--- src/hdl/rrpm_pkg.sv ---
`timescale 1ns / 1ps
// ---------------------------------------------------------------------------
// rrpm_pkg
// Shared constants, types and helpers of the path rule matcher.
// ---------------------------------------------------------------------------
package rrpm_pkg;

   localparam int MAX_RULES       = 8;
   localparam int MAX_PATTERN_LEN = 32;

   localparam int FUNC_W      = 2;
   localparam int SLOT_W      = 3;
   localparam int DATA_W      = 8;
   localparam int LEN_FIELD_W = 6;

   localparam int IDX_W      = (MAX_RULES > 1) ? $clog2(MAX_RULES) : 1;
   localparam int SLOT_CMP_W = (IDX_W > SLOT_W) ? IDX_W : SLOT_W;
   localparam int LEN_W      = $clog2(MAX_PATTERN_LEN + 1);
   localparam int LEN_CMP_W  = (LEN_W > LEN_FIELD_W) ? LEN_W : LEN_FIELD_W;
   localparam int PIDX_W     = $clog2(MAX_PATTERN_LEN);
   localparam int POS_N      = MAX_PATTERN_LEN + 1;

   localparam logic [DATA_W-1:0] STAR_BYTE   = 8'h2A;
   localparam logic [DATA_W-1:0] DOLLAR_BYTE = 8'h24;

   typedef enum logic [FUNC_W-1:0] {
      FUNC_CLEAR  = 2'd0,
      FUNC_APPEND = 2'd1,
      FUNC_CLOSE  = 2'd2,
      FUNC_PATH   = 2'd3
   } func_type;

   typedef struct packed {
      logic              valid;
      logic              start;
      func_type          func;
      logic [SLOT_W-1:0] rule_slot;
      logic [DATA_W-1:0] data_byte;
      logic              grants_access;
      logic              path_end;
   } item_type;

   typedef struct packed {
      logic             matched;
      logic             allow;
      logic [IDX_W-1:0] slot;
      logic [LEN_W-1:0] len;
   } best_type;

   localparam best_type BEST_NONE = '{matched: 1'b0, allow: 1'b1, slot: '0, len: '0};

   function automatic logic slot_hit(input logic [SLOT_W-1:0] slot,
                                     input logic [IDX_W-1:0] idx);
      return SLOT_CMP_W'(slot) == SLOT_CMP_W'(idx);
   endfunction

   function automatic logic [SLOT_W-1:0] slot_field(input logic [IDX_W-1:0] idx);
      logic [SLOT_CMP_W-1:0] t;
      t = SLOT_CMP_W'(idx);
      return t[SLOT_W-1:0];
   endfunction

   function automatic logic [LEN_FIELD_W-1:0] len_field(input logic [LEN_W-1:0] len);
      logic [LEN_CMP_W-1:0] t;
      t = LEN_CMP_W'(len);
      return t[LEN_FIELD_W-1:0];
   endfunction

   function automatic logic item_has_result(input item_type it);
      return it.valid && (it.func == FUNC_PATH) && it.path_end;
   endfunction

endpackage

--- src/hdl/rrpm_if.sv ---


interface rrpm_rsp_if;
   logic                              valid;
   logic                              ready;
   logic                              path_allowed;
   logic                              any_rule_matched;
   logic [rrpm_pkg::SLOT_W-1:0]       winning_slot;
   logic [rrpm_pkg::LEN_FIELD_W-1:0]  winning_length;

   modport source (output valid, path_allowed, any_rule_matched, winning_slot,
                   winning_length, input ready);
   modport sink   (input valid, path_allowed, any_rule_matched, winning_slot,
                   winning_length, output ready);
endinterface

--- src/hdl/rrpm_out_stage.sv ---
`timescale 1ns / 1ps
// ---------------------------------------------------------------------------
// rrpm_out_stage
// Response register: holds a verdict until the receiver takes it.
// ---------------------------------------------------------------------------
module rrpm_out_stage (
   input  logic               clock,
   input  logic               reset,
   input  logic               load,
   input  rrpm_pkg::best_type best,
   output logic               hold,
   rrpm_rsp_if.source         rsp_if
);

   logic               valid_ff, valid_in;
   rrpm_pkg::best_type best_ff, best_in;

   always_comb begin
      hold     = valid_ff && !rsp_if.ready;
      valid_in = load || hold;
      best_in  = load ? best : best_ff;
   end

   always_ff @(posedge clock) begin
      if (reset) begin
         valid_ff <= 1'b0;
      end else begin
         valid_ff <= valid_in;
      end
   end

   always_ff @(posedge clock) begin
      best_ff <= best_in;
   end

   assign rsp_if.valid            = valid_ff;
   assign rsp_if.path_allowed     = best_ff.allow;
   assign rsp_if.any_rule_matched = best_ff.matched;
   assign rsp_if.winning_slot     = rrpm_pkg::slot_field(best_ff.slot);
   assign rsp_if.winning_length   = rrpm_pkg::len_field(best_ff.len);

endmodule

--- src/flat_wrapper.sv ---
// flat-port wrapper written by rule: the top's interface ports become plain ports
module rrpm_out_stage_flat 
  (clock, reset, load, best, hold, rsp_if_valid, rsp_if_path_allowed, rsp_if_any_rule_matched, rsp_if_winning_slot, rsp_if_winning_length, rsp_if_ready);
  rrpm_rsp_if rsp_if_i ();
  input  logic clock;
  input  logic reset;
  input  logic load;
  input  rrpm_pkg::best_type best;
  output logic hold;
  output wire logic [$bits(rsp_if_i.valid)-1:0] rsp_if_valid;
  output wire logic [$bits(rsp_if_i.path_allowed)-1:0] rsp_if_path_allowed;
  output wire logic [$bits(rsp_if_i.any_rule_matched)-1:0] rsp_if_any_rule_matched;
  output wire logic [$bits(rsp_if_i.winning_slot)-1:0] rsp_if_winning_slot;
  output wire logic [$bits(rsp_if_i.winning_length)-1:0] rsp_if_winning_length;
  input wire logic [$bits(rsp_if_i.ready)-1:0] rsp_if_ready;
  assign rsp_if_valid = rsp_if_i.valid;
  assign rsp_if_path_allowed = rsp_if_i.path_allowed;
  assign rsp_if_any_rule_matched = rsp_if_i.any_rule_matched;
  assign rsp_if_winning_slot = rsp_if_i.winning_slot;
  assign rsp_if_winning_length = rsp_if_i.winning_length;
  assign rsp_if_i.ready = rsp_if_ready;
  rrpm_out_stage u_core (.clock(clock), .reset(reset), .load(load), .best(best), .hold(hold), .rsp_if(rsp_if_i));
endmodule
--- config.mk ---
export PLATFORM = sky130hd
export DESIGN_NAME = rrpm_out_stage_flat
export DESIGN_NICKNAME = d
export VERILOG_FILES = /design/src/hdl/rrpm_pkg.sv /design/src/hdl/rrpm_if.sv /design/src/hdl/rrpm_out_stage.sv /design/src/flat_wrapper.sv
export SDC_FILE = /design/constraint.sdc
export NUM_CORES = 1
export LEC_CHECK = 0
export ABC_AREA = 1
export BUFFER_PORTS_ARGS = -buffer_cell sky130_fd_sc_hd__buf_2
export CAP_MARGIN = 10
export CORE_AREA = 5 5 42 44
export DETAILED_ROUTE_END_ITERATION = 7
export DIE_AREA = 0 0 47 49
export SLEW_MARGIN = 5
export SYNTH_ARGS = -nofsm -noshare
export SYNTH_HDL_FRONTEND = slang
export SYNTH_SLANG_ARGS = --single-unit
--- constraint.sdc ---
create_clock -name clock -period 1.1 [get_ports clock]
set_clock_uncertainty 0.05 [all_clocks]
set_input_delay 0.11 -clock clock [delete_from_list [all_inputs] [get_ports clock]]
set_output_delay 0.11 -clock clock [all_outputs]
set_load 0.05 [all_outputs]
## Word-level counts from Yosys, hierarchy flattened

Cells that the tools add are included.

- Output and inout port bits: 13
- Bits of input ports: 15
- Register bits: 12
- Logic and storage cells: 8

- Reductions and logical operators: 3

Operators with widths:

| operator | number |
|---|---|
| $logic_and 1x1->1 | 1 |
| $logic_not 1->1 | 1 |
| $logic_or 1x1->1 | 1 |

## Logic depth before layout (Yosys ltp)

- Depth in word-level cells: 3
- Depth in mapped cells: 3
- Mapped depth without buffers: 3

## Worst setup path after synthesis

No wires, ideal clock.

- Path type: register to output
- Start point: reg u_core.valid_ff (netlist: u_core.rsp_if.valid)
- End point: out hold
- Required time: 0.940 ns
- Arrival: 1.063 ns
- Setup slack: -0.123 ns
- Buffers on the path: 0
- Stages on the path, launching flop included: 3
- Cells stage by stage: dfxtp_1 -> nand2_2 -> inv_1

- Word-level cells in the longest chain between the ends: 1

Ends and longest elaborated chain:

| element | line | text |
|---|---|---|
| start: declaration | rrpm_out_stage.sv:15 | `logic valid_ff, valid_in;` |
| start signal: assignment | rrpm_out_stage.sv:28 | `valid_ff <= valid_in;` |
| $logic_and 1x1->1 | rrpm_out_stage.sv:19 | `hold = valid_ff && !rsp_if.ready;` |
| end: declaration | flat_wrapper.sv:9 | `output logic hold;` |

Every way passes these cells.

## Worst setup path in the final report

Ends and elaborated chain as after synthesis.

==> impl_metrics.py <==
metrics = {
    "clock_network": {
        "clk-insertion-delay-late_ns": 0.26,
        "cts_sinks": 12,
        "cts_tree": "yes",
        "post_cts_buffers": 0,
        "root_buffer": "clkbuf_4",
        "clockBufferDepth": 2,
        "clk_pin_slew_worst_paths_ns": 0.07,
        "h-tree-depth": 1,
        "numCtsBuffers": 3,
    },
    "sta": {
        "timing.fmax_ghz": 0.951,
        "slew_viol_final": 0,
        "worst_pin_slew_ns": 0.255,
        "tns_ns": 0,
        "slew_headroom_pct": 83.0,
        "report.final.setup_viol": 0,
        "period_needed_ns": 1.05,
        "fin_crit_sh_pct": 95.6,
        "finalHoldViolations": 0,
        "rsz0062_at_grt": "no",
    },
    "pwr": {
        "peakVddDrop_uv": 698,
        "p_leak_uw": 0.000319,
        "p_per_area_mw_per_mm2": 1610,
        "report.power.total_uw": 1110,
    },
    "drt": {
        "drc_errors": 0,
        "drtIter0Drc": 1,
        "wl_per_cell_um": 10.6,
        "drtAntennaViolNets": 0,
        "viasPerCell": 3.79,
        "drt_first_pass_iters": 2,
        "vias": 288,
        "routed_wl_um": 807,
    },
    "worst_setup_path": {
        "max_stage_delay_ns": 0.34,
        "startpoint_type": "flop",
        "path_cells": "nand2_2 > inv_1 > buf_4",
        "required_ns": 0.94,
        "cp_max_fo": 2,
        "critical_path_class": "reg2out",
        "critPathTopFamily": "flip-flops",
        "cp_num_buf_inv": 2,
        "cp.arrival_ns": 0.89,
        "crit_slowest_cell": "dfxtp_2",
        "end_kind": "primary output",
    },
    "global_route": {
        "overflow": 0,
        "grt_pass1_wl_um": 1230,
        "grt_pass1_vias": 300,
        "antenna_found_initial": 0,
        "grt_max_degree": 13,
        "grt_use_total_pct": 7.80,
    },
    "floorplanning": {
        "dieArea_mm2": 0.00230,
        "rows": 14,
        "io_pins": 28,
        "die_width_um": 47,
        "start_util_pct": 26.9,
        "die_height_um": 49,
        "coreArea_mm2": 0.00140,
    },
    "outcome": {
        "status": "completed",
    },
    "synthesis": {
        "synth.distinct_cells": 5,
        "ys_ff_latch": 12,
        "yosys-top-cells-area": "edfxtp_1 88%, dfxtp_1 5.3%, inv_1 3.0%, a21oi_2 2.3%, nand2_2 1.7%",
        "yosys.area.top_type": "edfxtp_1",
        "synth_nets": 32,
        "synthCells": 17,
        "syn_area_um2": 377,
        "yosys_warnings": 0,
        "yosysSeqAreaShare_pct": 93.0,
        "synth_top_area_share_pct": 87.7,
        "avgSynthCellArea_um2": 22.2,
    },
    "job": {
        "cap_viol_max_count": 0,
    },
    "cells_and_area": {
        "final_nets": 76,
        "drive_above_1_share_pct": 56.7,
        "area_growth_pct": 83.7,
        "fillers": 133,
        "antennaDiodeCount": 0,
    },
    "placement": {
        "port_buffers": 27,
        "place.gp.congestion": 0.589,
        "dp_hpwl_um": 601,
    },
    "hold_path": {
        "hold_path.class": "in2reg",
    },
}
[flip-flops by register name, summed over array words and instances (netlist names)]
register and count:
u_core.rsp_if.valid 1, u_core.rsp_if.winning_slot 3, u_core.rsp_if.winning_length 6, u_core.rsp_if.path_allowed 1, u_core.rsp_if.any_rule_matched 1
[worst min-delay path: cells and delay by family]
family          cells  cell delay [ns]
buf+inv             2             0.11
simple gates        1             0.06
compound gates      1             0.05
[where the power goes]
part	switching, uW	total [uW]	internal (uW)	leakage (uW)
registers	8.26	545	536	0.000116
logic	163	235	72.3	0.000182
clock network	132	333	201	0.0000210
[repair_timing]
| item | 4_1_cts | 5_1_grt |
|---|---|---|
| gates resized for setup | 1 | 0 |
| hold endpoints to repair | 12 | 0 |
| setup endpoints to repair | 1 | 0 |
| hold buffers | 12 | 0 |
[cell type report]
| class | count | area [um^2] | share of cell area (%) |
|---|---|---|---|
| Sequential cell | 12 | 352 | 50.8 |
| Timing Repair Buffer | 39 | 258 | 37.3 |
| Clock buffer | 4 | 36.3 | 5.24 |
| Tap cell | 16 | 20.0 | 2.89 |
| Multi-Input combinational cell | 2 | 15.0 | 2.17 |
| Inverter | 3 | 11.3 | 1.63 |
[stage by stage]
step / cells / utilization (%) / hold slack [ns] / setup WS [ns] / cell area, um^2
global route: 76 / 49.4 / 0.0614 / 0.00316 / 692
floorplan: 17 / - / 0.115 / 0.0491 / 378
detailed placement: 60 / 38.0 / 0.220 / 0.283 / 533
finish: 76 / 49.4 / 0.0453 / 0.0482 / 692
CTS: 76 / 49.4 / 0.0370 / 0.0396 / 692
global placement: 60 / 38.0 / 0.214 / 0.288 / 533
[placed cells by master (no fill, tap or decap)]
cell type	n
buf_2	26
clkbuf_4	3
buf_4	1
inv_1	3
edfxtp_1	11
dfxtp_2	1
nand2_2	1
clkbuf_8	1
dlygate4sd3_1	12
a21oi_2	1
[logic make-up after synthesis]
kind of cell / share of synthesized area [%]
flip-flops: 93.0
AO/OA/AOI/OAI: 2.33
AND/OR/NAND/NOR: 1.66
buffers and inverters: 2.99
[synthesized netlist by cell type]
| library cell | count |
|---|---|
| nand2_2 | 1 |
| edfxtp_1 | 11 |
| a21oi_2 | 1 |
| dfxtp_1 | 1 |
| inv_1 | 3 |
[final timing paths]
check | from | to | slack [ns] | cells after the start
setup reg to reg | u_core.rsp_if.valid$_SDFF_PP0_ | u_core.rsp_if.valid$_SDFF_PP0_ | 0.48 | 2
hold reg to reg | u_core.rsp_if.valid$_SDFF_PP0_ | u_core.rsp_if.valid$_SDFF_PP0_ | 0.43 | 2
setup / recovery | u_core.rsp_if.valid$_SDFF_PP0_ | hold | 0.05 | 3
hold / removal | rsp_if_ready | u_core.rsp_if.valid$_SDFF_PP0_ | 0.05 | 4
[layer usage]
metal  part of all wire [%]  GRT usage (%)
met5                      0              0
met4                      0           2.76
met3                     11           4.43
met2                     54           12.9
met1                     35           7.85
(Power assumes the default switching activity.)
