--- src/hdl/rrpm_pkg.sv ---
`timescale 1ns / 1ps
// ---------------------------------------------------------------------------
// rrpm_pkg
// Shared constants, types and helpers of the path rule matcher.
// ---------------------------------------------------------------------------
package rrpm_pkg;

   localparam int MAX_RULES       = 8;
   localparam int MAX_PATTERN_LEN = 32;

   localparam int FUNC_W      = 2;
   localparam int SLOT_W      = 3;
   localparam int DATA_W      = 8;
   localparam int LEN_FIELD_W = 6;

   localparam int IDX_W      = (MAX_RULES > 1) ? $clog2(MAX_RULES) : 1;
   localparam int SLOT_CMP_W = (IDX_W > SLOT_W) ? IDX_W : SLOT_W;
   localparam int LEN_W      = $clog2(MAX_PATTERN_LEN + 1);
   localparam int LEN_CMP_W  = (LEN_W > LEN_FIELD_W) ? LEN_W : LEN_FIELD_W;
   localparam int PIDX_W     = $clog2(MAX_PATTERN_LEN);
   localparam int POS_N      = MAX_PATTERN_LEN + 1;

   localparam logic [DATA_W-1:0] STAR_BYTE   = 8'h2A;
   localparam logic [DATA_W-1:0] DOLLAR_BYTE = 8'h24;

   typedef enum logic [FUNC_W-1:0] {
      FUNC_CLEAR  = 2'd0,
      FUNC_APPEND = 2'd1,
      FUNC_CLOSE  = 2'd2,
      FUNC_PATH   = 2'd3
   } func_type;

   typedef struct packed {
      logic              valid;
      logic              start;
      func_type          func;
      logic [SLOT_W-1:0] rule_slot;
      logic [DATA_W-1:0] data_byte;
      logic              grants_access;
      logic              path_end;
   } item_type;

   typedef struct packed {
      logic             matched;
      logic             allow;
      logic [IDX_W-1:0] slot;
      logic [LEN_W-1:0] len;
   } best_type;

   localparam best_type BEST_NONE = '{matched: 1'b0, allow: 1'b1, slot: '0, len: '0};

   function automatic logic slot_hit(input logic [SLOT_W-1:0] slot,
                                     input logic [IDX_W-1:0] idx);
      return SLOT_CMP_W'(slot) == SLOT_CMP_W'(idx);
   endfunction

   function automatic logic [SLOT_W-1:0] slot_field(input logic [IDX_W-1:0] idx);
      logic [SLOT_CMP_W-1:0] t;
      t = SLOT_CMP_W'(idx);
      return t[SLOT_W-1:0];
   endfunction

   function automatic logic [LEN_FIELD_W-1:0] len_field(input logic [LEN_W-1:0] len);
      logic [LEN_CMP_W-1:0] t;
      t = LEN_CMP_W'(len);
      return t[LEN_FIELD_W-1:0];
   endfunction

   function automatic logic item_has_result(input item_type it);
      return it.valid && (it.func == FUNC_PATH) && it.path_end;
   endfunction

endpackage

--- src/hdl/rrpm_cell.sv ---
`timescale 1ns / 1ps
// ---------------------------------------------------------------------------
// rrpm_cell
// One rule slot: holds its pattern and automaton, applies each transaction
// as it passes and folds its verdict into the running best match.
// ---------------------------------------------------------------------------
module rrpm_cell (
   input  logic                       clock,
   input  logic                       reset,
   input  logic [rrpm_pkg::IDX_W-1:0] cell_index,
   input  logic                       advance,
   input  rrpm_pkg::item_type         item_i,
   input  rrpm_pkg::best_type         best_i,
   output rrpm_pkg::item_type         item_o,
   output rrpm_pkg::best_type         best_o
);

   function automatic logic [rrpm_pkg::POS_N-1:0] len_mask(
      input logic [rrpm_pkg::LEN_W-1:0] n);
      logic [rrpm_pkg::POS_N-1:0] m;
      m = '0;
      for (int i = 0; i < rrpm_pkg::POS_N; i++) begin
         m[i] = rrpm_pkg::LEN_W'(i) < n;
      end
      return m;
   endfunction

   function automatic logic [rrpm_pkg::POS_N-1:0] star_bits(
      input logic [rrpm_pkg::MAX_PATTERN_LEN-1:0][rrpm_pkg::DATA_W-1:0] p);
      logic [rrpm_pkg::POS_N-1:0] s;
      s = '0;
      for (int i = 0; i < rrpm_pkg::MAX_PATTERN_LEN; i++) begin
         s[i] = p[i] == rrpm_pkg::STAR_BYTE;
      end
      return s;
   endfunction

   // spread each set star position over the rest of its run of stars and the position just past it
   function automatic logic [rrpm_pkg::POS_N-1:0] closure(
      input logic [rrpm_pkg::POS_N-1:0] x,
      input logic [rrpm_pkg::POS_N-1:0] m);
      logic [rrpm_pkg::POS_N:0] s;
      s = {1'b0, x & m} + {1'b0, m};
      return x | (s[rrpm_pkg::POS_N-1:0] ^ m);
   endfunction

   logic [rrpm_pkg::MAX_PATTERN_LEN-1:0][rrpm_pkg::DATA_W-1:0] pat_ff, pat_in;
   logic [rrpm_pkg::LEN_W-1:0] len_ff, len_in;
   logic                       valid_ff, valid_in;
   logic                       ovf_ff, ovf_in;
   logic                       grants_ff, grants_in;
   logic                       anch_ff, anch_in;
   logic [rrpm_pkg::POS_N-1:0] active_ff, active_in;
   logic                       reached_ff, reached_in;
   logic [rrpm_pkg::POS_N-1:0] init_ff, init_in;
   rrpm_pkg::item_type         item_ff, item_in;
   rrpm_pkg::best_type         best_ff, best_in;

   logic                        sel, en, live, hit, take, close_ok;
   logic [rrpm_pkg::LEN_W-1:0]  n_cur, l_len, last_pos;
   logic [rrpm_pkg::POS_N-1:0]  star_cur, m_cur, base, stepv, adv_vec;
   logic                        base_reached, reached_new;

   always_comb begin
      sel      = rrpm_pkg::slot_hit(item_i.rule_slot, cell_index);
      en       = advance && item_i.valid;
      n_cur    = len_ff - rrpm_pkg::LEN_W'(anch_ff);
      star_cur = star_bits(pat_ff);
      m_cur    = star_cur & len_mask(n_cur);

      base         = item_i.start ? init_ff : active_ff;
      base_reached = item_i.start ? (!anch_ff && init_ff[n_cur]) : reached_ff;
      stepv        = '0;
      for (int i = 0; i < rrpm_pkg::MAX_PATTERN_LEN; i++) begin
         live = base[i] && (rrpm_pkg::LEN_W'(i) < n_cur);
         if (live && star_cur[i]) begin
            stepv[i] = 1'b1;
         end else if (live && (pat_ff[i] == item_i.data_byte)) begin
            stepv[i+1] = 1'b1;
         end
      end
      adv_vec     = closure(stepv, m_cur);
      reached_new = base_reached || (!anch_ff && adv_vec[n_cur]);
      hit         = valid_ff && (anch_ff ? adv_vec[n_cur] : reached_new);

      pat_in     = pat_ff;
      len_in     = len_ff;
      valid_in   = valid_ff;
      ovf_in     = ovf_ff;
      grants_in  = grants_ff;
      anch_in    = anch_ff;
      active_in  = active_ff;
      reached_in = reached_ff;
      l_len      = valid_ff ? '0 : len_ff;
      last_pos   = len_ff - rrpm_pkg::LEN_W'(1);
      close_ok   = (len_ff != '0) && !ovf_ff;

      if (en) begin
         case (item_i.func)
            rrpm_pkg::FUNC_CLEAR: begin
               len_in    = '0;
               valid_in  = 1'b0;
               ovf_in    = 1'b0;
               grants_in = 1'b0;
               anch_in   = 1'b0;
            end
            rrpm_pkg::FUNC_APPEND: begin
               if (sel) begin
                  valid_in = 1'b0;
                  anch_in  = 1'b0;
                  ovf_in   = valid_ff ? 1'b0 : ovf_ff;
                  len_in   = l_len;
                  if (l_len >= rrpm_pkg::LEN_W'(rrpm_pkg::MAX_PATTERN_LEN)) begin
                     ovf_in = 1'b1;
                  end else begin
                     for (int i = 0; i < rrpm_pkg::MAX_PATTERN_LEN; i++) begin
                        if (rrpm_pkg::PIDX_W'(i) == l_len[rrpm_pkg::PIDX_W-1:0]) begin
                           pat_in[i] = item_i.data_byte;
                        end
                     end
                     len_in = l_len + rrpm_pkg::LEN_W'(1);
                  end
               end
            end
            rrpm_pkg::FUNC_CLOSE: begin
               if (sel) begin
                  grants_in = item_i.grants_access;
                  valid_in  = close_ok;
                  anch_in   = close_ok && (pat_ff[last_pos[rrpm_pkg::PIDX_W-1:0]] ==
                                           rrpm_pkg::DOLLAR_BYTE);
               end
            end
            rrpm_pkg::FUNC_PATH: begin
               active_in  = adv_vec;
               reached_in = reached_new;
            end
            default: begin
               active_in = active_ff;
            end
         endcase
      end

      // start vector for the next path, from the table as it will stand
      init_in = closure(rrpm_pkg::POS_N'(1),
                        star_bits(pat_in) &
                        len_mask(len_in - rrpm_pkg::LEN_W'(anch_in)));

      take = item_i.valid && (item_i.func == rrpm_pkg::FUNC_PATH) && item_i.path_end &&
             hit && (!best_i.matched || (n_cur > best_i.len) ||
                     ((n_cur == best_i.len) && grants_ff));

      best_in = best_i;
      if (take) begin
         best_in.matched = 1'b1;
         best_in.allow   = grants_ff;
         best_in.slot    = cell_index;
         best_in.len     = n_cur;
      end

      item_in = advance ? item_i : item_ff;
      if (!advance) begin
         best_in = best_ff;
      end
   end

   always_ff @(posedge clock) begin
      if (reset) begin
         len_ff        <= '0;
         valid_ff      <= 1'b0;
         ovf_ff        <= 1'b0;
         grants_ff     <= 1'b0;
         anch_ff       <= 1'b0;
         active_ff     <= '0;
         reached_ff    <= 1'b0;
         init_ff       <= rrpm_pkg::POS_N'(1);
         item_ff.valid <= 1'b0;
      end else begin
         len_ff     <= len_in;
         valid_ff   <= valid_in;
         ovf_ff     <= ovf_in;
         grants_ff  <= grants_in;
         anch_ff    <= anch_in;
         active_ff  <= active_in;
         reached_ff <= reached_in;
         init_ff    <= init_in;
         item_ff    <= item_in;
      end
   end

   always_ff @(posedge clock) begin
      pat_ff  <= pat_in;
      best_ff <= best_in;
   end

   assign item_o = item_ff;
   assign best_o = best_ff;

endmodule

--- config.mk ---
export PLATFORM = sky130hd
export DESIGN_NAME = rrpm_cell
export DESIGN_NICKNAME = d
export VERILOG_FILES = /design/src/hdl/rrpm_pkg.sv /design/src/hdl/rrpm_cell.sv
export SDC_FILE = /design/constraint.sdc
export NUM_CORES = 1
export LEC_CHECK = 0
export BUFFER_PORTS_ARGS = -buffer_cell sky130_fd_sc_hd__clkbuf_2
export CORE_ASPECT_RATIO = 1.2
export CORE_MARGIN = 1.5
export CORE_UTILIZATION = 24
export DETAILED_ROUTE_END_ITERATION = 8
export PLACE_DENSITY_LB_ADDON = 0.05
export REMOVE_ABC_BUFFERS = 1
export SYNTH_ARGS = -nofsm -noshare
export SYNTH_HDL_FRONTEND = slang
export SYNTH_SLANG_ARGS = --single-unit
--- constraint.sdc ---
create_clock -name clock -period 6.4 [get_ports clock]
set_input_delay 0.96 -clock clock [delete_from_list [all_inputs] [get_ports clock]]
set_output_delay 0.96 -clock clock [all_outputs]
set_load 0.02 [all_outputs]
# Word-level counts from Yosys, hierarchy flattened
# Index checks and enable logic that the tools add are counted.
[word_totals]
wordCells = 555
out_inout_bits = 28
inputBits = 34
regBits = 360
[op_classes]
mux = 160
eq_ne = 136
n_reduce_logical = 124
n_addsub = 6
n_lt_le_gt_ge = 70
bitwise_logic = 7
[op_table]
columns = ["cell", "count"]
rows = [
  ["$mux W256", 4],
  ["$eq A8 B6 Y1 const B", 65],
  ["$mux W8", 33],
  ["$eq A8 B8 Y1", 32],
  ["$lt A5 B6 Y1 const A", 32],
  ["$mux W1", 109],
  ["$logic_and A1 B1 Y1", 107],
  ["$lt A4 B6 Y1 const A", 16],
  ["$eq A5 B5 Y1 const A", 16],
  ["$and A32 B33 Y33", 2],
  ["$xor A33 B33 Y33", 2],
  ["$lt A3 B6 Y1 const A", 8],
  ["$bmux W8 S5", 1],
  ["$eq A4 B5 Y1 const A", 8],
  ["$add A1 B33 Y33", 1],
  ["$add A33 B33 Y33", 1],
  ["$and A33 B33 Y33", 1],
  ["$or A33 B33 Y33", 1],
  ["$mux W32", 1],
  ["$lt A1 B6 Y1 const A", 4],
  ["$lt A2 B6 Y1 const A", 4],
  ["$mux W6", 4],
  ["$eq A3 B5 Y1 const A", 4],
  ["$bmux W1 S6", 2],
  ["31 further kinds", 45],
]

# Logic depth before layout (Yosys ltp)
[logic_depth]
ltp_word = 20
ltp_mapped = 29
ltp_nobuf = 26

# Worst setup path after synthesis
# No wires, ideal clock.
[synth_timing]
path_kind = "reg-to-reg"
startpoint = "reg len_ff[0] in the netlist's numbering"
endpoint = "reg init_ff[29] in the netlist's numbering"
t_arrival_ns = 5.579
n_path_buf = 5
setup_time_ns = 0.078
required_ns = 6.322
synth_period_minus_slack_ns = 5.657
stages_incl_launch_ff = 27
slack_ns = 0.743
cell_sequence = "dfxtp_1 > clkbuf_1 > inv_1 > clkbuf_1 > ha_1 > clkbuf_1 > clkbuf_1 > clkbuf_1 > a21oi_1 > o311ai_0 > o21ai_0 > nand2_1 > a21oi_1 > o31ai_1 > ha_1 > ha_1 > nand3_1 > o21ai_0 > a22oi_1 > a2111oi_0 > o41ai_1 > or3_1 > nor3_1 > and3_1 > o2111ai_1 > or2_1 > nor3_1"
[synth_via]
elab_chain_cells = 13
[synth_lines]
columns = ["item", "line_no", "rtl"]
rows = [
  ["from (decl)", "rrpm_cell.sv:48", "logic [rrpm_pkg::LEN_W-1:0] len_ff, len_in;"],
  ["from (signal assigned)", "rrpm_cell.sv:178", "len_ff <= len_in;"],
  ["$sub A5 B1 Y5", "rrpm_cell.sv:95", "last_pos = len_ff - rrpm_pkg::LEN_W'(1);"],
  ["$bmux W8 S5", "rrpm_cell.sv:129", "anch_in = close_ok && (pat_ff[last_pos[rrpm_pkg::PIDX_W-1:0]] =="],
  ["$mux W8 (not written as such)", "rrpm_cell.sv:129", ""],
  ["$eq A8 B6 Y1", "rrpm_cell.sv:129", ""],
  ["$logic_and A1 B1 Y1 *", "rrpm_cell.sv:129", ""],
  ["$mux W1 *", "rrpm_cell.sv:126", "if (sel) begin"],
  ["$pmux W1 S3 *", "rrpm_cell.sv:99", "case (item_i.func)"],
  ["$mux W1 *", "rrpm_cell.sv:98", "if (en) begin"],
  ["net anch_in", "rrpm_cell.sv:52", "logic anch_ff, anch_in;"],
  ["$sub A6 B1 Y6 *", "rrpm_cell.sv:146", "len_mask(len_in - rrpm_pkg::LEN_W'(anch_in)));"],
  ["$lt A1 B6 Y1, or another cell as far along", "rrpm_cell.sv:23", "m[i] = rrpm_pkg::LEN_W'(i) < n;"],
  ["$and A32 B33 Y33 *", "rrpm_cell.sv:145", "star_bits(pat_in) &"],
  ["$add A1 B33 Y33", "rrpm_cell.sv:43", "s = {1'b0, x & m} + {1'b0, m};"],
  ["$xor A33 B33 Y33 *", "rrpm_cell.sv:44", "return x | (s[rrpm_pkg::POS_N-1:0] ^ m);"],
  ["to (signal assigned)", "rrpm_cell.sv:175", "init_ff <= rrpm_pkg::POS_N'(1);"],
  ["to (signal assigned)", "rrpm_cell.sv:185", "init_ff <= init_in;"],
  ["to (decl)", "rrpm_cell.sv:55", "logic [rrpm_pkg::POS_N-1:0] init_ff, init_in;"],
]
# The timed path passes the listed nets; every way through them passes the cells marked *. The select of a mux whose other input is x is not followed.
# A chain may end at the register's enable or synchronous reset.

# Final worst setup path
[layout_timing]
startpoint = "reg len_ff[1] in the netlist's numbering"
endpoint = "reg init_ff[29] in the netlist's numbering"
# The elaborated chain is that of the path after synthesis.

==> flow_summary_export.csv <==
group,metric,value,unit
status,status,"completed",
placement,post-place-ws,-0.1983,ns
timing,finClkSkew,0.04639,ns
critical_path,crit_path_start_kind,"register",
cts,insertion_delay,0.65,ns
floorplanning,io-pin-count,62,
placement,place.gp.congestion,0.9137,
drt,route.detailed.drc,0,
drt,vias_per_cell,5.292,
critical_path,required,6.97,ns
timing,setup-violations-final,0,
critical_path,r2r.worst_path.cells,24,
logic_synthesis,syn_inst,2634,
timing,finalCritPeriodShare,0.9463,
min_path,hp-class,"register to register",
logic_synthesis,synth.top_cell.area_share,0.2841,
drt,dr.pass1.iters,7,
timing,slew_headroom,0.2059,
drt,vias,21820,
critical_path,r2r_end,"init_ff[29]",
floorplanning,fp.dieW,288.0,um
critical_path,end_kind,"register",
layout,synthToLayoutAreaGrowth,19.76,%
logic_synthesis,synth-edff-count,27,
global_routing,grt_pass1_vias,22000,
drt,drt_iter0_markers,1342,
floorplanning,die-area,99380,um^2
timing,max_freq,165.1,MHz
floorplanning,rows,125,
cts,h-tree-depth,2,
cts,clk_pin_slew,0.07,ns
drt,drtAntennaViolNets,0,
timing,setup_slack,0.3440,ns
cts,cts_tree,"done",
pwr,ir_worst_vdd,0.1859,mV
logic_synthesis,synth_commonest_cells,"332 x dfxtp_1, 284 x mux2_2, 205 x nor2_1",
timing,hold_viol,0,
logic_synthesis,synth_warnings,0,
critical_path,timing.rr.start,"len_ff[1]",
logic_synthesis,synth-seq-area-share,0.3187,
global_routing,overflow,0,
floorplanning,design.core.area,96660,um^2
critical_path,r2r_slack,0.34,ns
cts,cts_root_buffer,"clkbuf_16",
timing,grt_setup_unrepaired,"false",
global_routing,grt_max_degree,50,
critical_path,path_class,"register to register",
placement,portBuffers,61,
logic_synthesis,synth_ff_type,"dfxtp_1",
timing,final.setup.tns,0,ns
timing,fin_crit,6.056,ns
logic_synthesis,yosys.area.top_type,"dfxtp_1",
pwr,p_leak,10.39,nW
min_path,hold_end,"active_ff[0]",
layout,drive_above_1_share,0.2447,
logic_synthesis,syn_area,23400,um^2
placement,dpl.hpwl,86.78,mm
min_path,min_delay_path_depth,2,
global_routing,grt_first_pass_wirelength,159.3,mm
critical_path,critical_path_peak_fanout,7,
run,cap_viol_max_count,0,
logic_synthesis,syn_avg_cell_area,8.883,um^2
logic_synthesis,synthDistinctLibCells,96,
floorplanning,initial_core_util,0.2421,
cts,cts_buffers,47,
critical_path,arrival,6.62,ns
cts,clock_sinks,359,
global_routing,antenna_found_initial,5,
drt,wirelength,110.3,mm
pwr,p_per_area,196.1,nW/um^2
logic_synthesis,synth_most_common_cell,"dfxtp_1",
min_path,holdCritStartpoint,"active_ff[0]",
logic_synthesis,async_flop_share,0,
cts,clockBufferDepth,3,
placement,dp_cells,4037,
logic_synthesis,synthTopCellsByArea,"dfxtp_1 28%, mux2_2 14%, xnor2_1 5.5%, xor2_1 4.8%, edfxtp_1 3.5%",
logic_synthesis,synth_seq_cells,359,
floorplanning,die_h,345.0,um
timing,slew_violations,0,
timing,tightestPinTransition,1.180,ns
layout,insertedDiodeCount,0,
layout,final_nets,2869,
global_routing,grt.total_usage,0.2179,
drt,wl_per_cell,26.75,um
layout,layout.cells.non_filler,4123,
cts,ctsHoldBuffers,0,
metrics by stage:
stage               area, um^2  hold slack (ns)  power [mW]  utilization
floorplan                22810           0.4307       2.537            -
global placement         26370           0.4496       2.768       0.2728
detailed placement       26370           0.4549       2.767       0.2728
CTS                      27970           0.4626       5.595       0.2893
global route             28020           0.4836       5.697       0.2899
finish                   28020           0.4629       5.495       0.2899
worst max-delay path, stage by stage, from the launching register on:
cell      delay (ns)
dfxtp_1         0.34
inv_1           0.08
ha_4            0.30
buf_4           0.20
and4b_1         0.18
o21ai_0         0.23
nor4_1          0.07
o22ai_1         0.52
mux4_2          0.35
nor2_1          0.04
nor3_1          0.35
o31ai_2         0.13
ha_1            0.25
ha_1            0.25
xnor2_2         0.33
nand2_1         0.17
a41o_1          0.31
nor4_2          0.37
nand2_1         0.16
or2_2           0.35
nand2b_1        0.17
nor2_1          0.18
nand2_1         0.15
or2_1           0.28
nor3_1          0.19
per-layer routing:
metal  vias up  routed length [um]  global-route usage
met5         -                   0                   0
met4         0                3745             0.07159
met3       152                3476             0.02417
met2       474               55080              0.3839
met1     10940               47990              0.2733
li1      10250                   -                   -
cells by family after synthesis:
| kind of cell | after synthesis | synth area share |
|---|---|---|
| compound gates | 456 | 0.1349 |
| xor+xnor | 277 | 0.1040 |
| fa+ha+maj | 18 | 0.009626 |
| buf+inv | 177 | 0.03225 |
| flops | 359 | 0.3187 |
| mux | 330 | 0.1617 |
| simple gates | 1017 | 0.2388 |
what timing repair did:
item | in CTS | in global routing
buffers inserted | 0 | 1
cloned | 0 | 0
gates resized for setup | 3 | 11
endpoints found under the setup margin | 7 | 13
pin swaps | 0 | 2
layout by cell type (no fill, tap or decap), drive strengths merged, types with 27 or more instances in the layout:
cell type  instances
nand2b            30
mux2i             36
buf              215
nor4b             29
edfxtp            27
nand3             77
nand4             60
nand2            170
a31oi             31
mux2             284
nor2             205
nor4              78
a21oi             85
clkbuf           117
nor3             149
a211oi            27
dfxtp            332
inv               46
o21ai             99
xnor2            148
xor2             129
where the power goes:
group / switching [mW] / total [mW] / internal, mW
Combinational: 0.255 / 0.397 / 0.142
Sequential: 0.0206 / 2.32 / 2.30
Clock: 1.18 / 2.78 / 1.61
Total: 1.45 / 5.50 / 4.04
registers in the layout, indices dropped and copies added, names as in the netlist:
signal,cells
pat_ff,256
active_ff,32
init_ff,32
item_o,17
best_o,11
len_ff,6
anch_ff,1
grants_ff,1
ovf_ff,1
reached_ff,1
valid_ff,1
area by class of cell:
cell class	instances	area, um^2
well taps	1270	1589
flip-flops and latches	359	7457
inverters	44	165.2
repair buffers	267	1959
multi-input cells	2098	15270
clock buffers	65	1354
clock inverters	20	225.2
fillers	10370	68630
worst max-delay path by stage:
| stage | startpoint | endpoint | depth (start not counted) |
|---|---|---|---|
| floorplan | len_ff[0] | init_ff[29] | 23 |
| global placement | len_ff[0] | init_ff[30] | 25 |
| detailed placement | len_ff[0] | init_ff[30] | 25 |
| CTS | pat_ff[188] | init_ff[30] | 23 |
| global route | pat_ff[188] | init_ff[30] | 21 |
| finish | len_ff[1] | init_ff[29] | 24 |
Note: power is estimated with default switching activity, not from simulation.
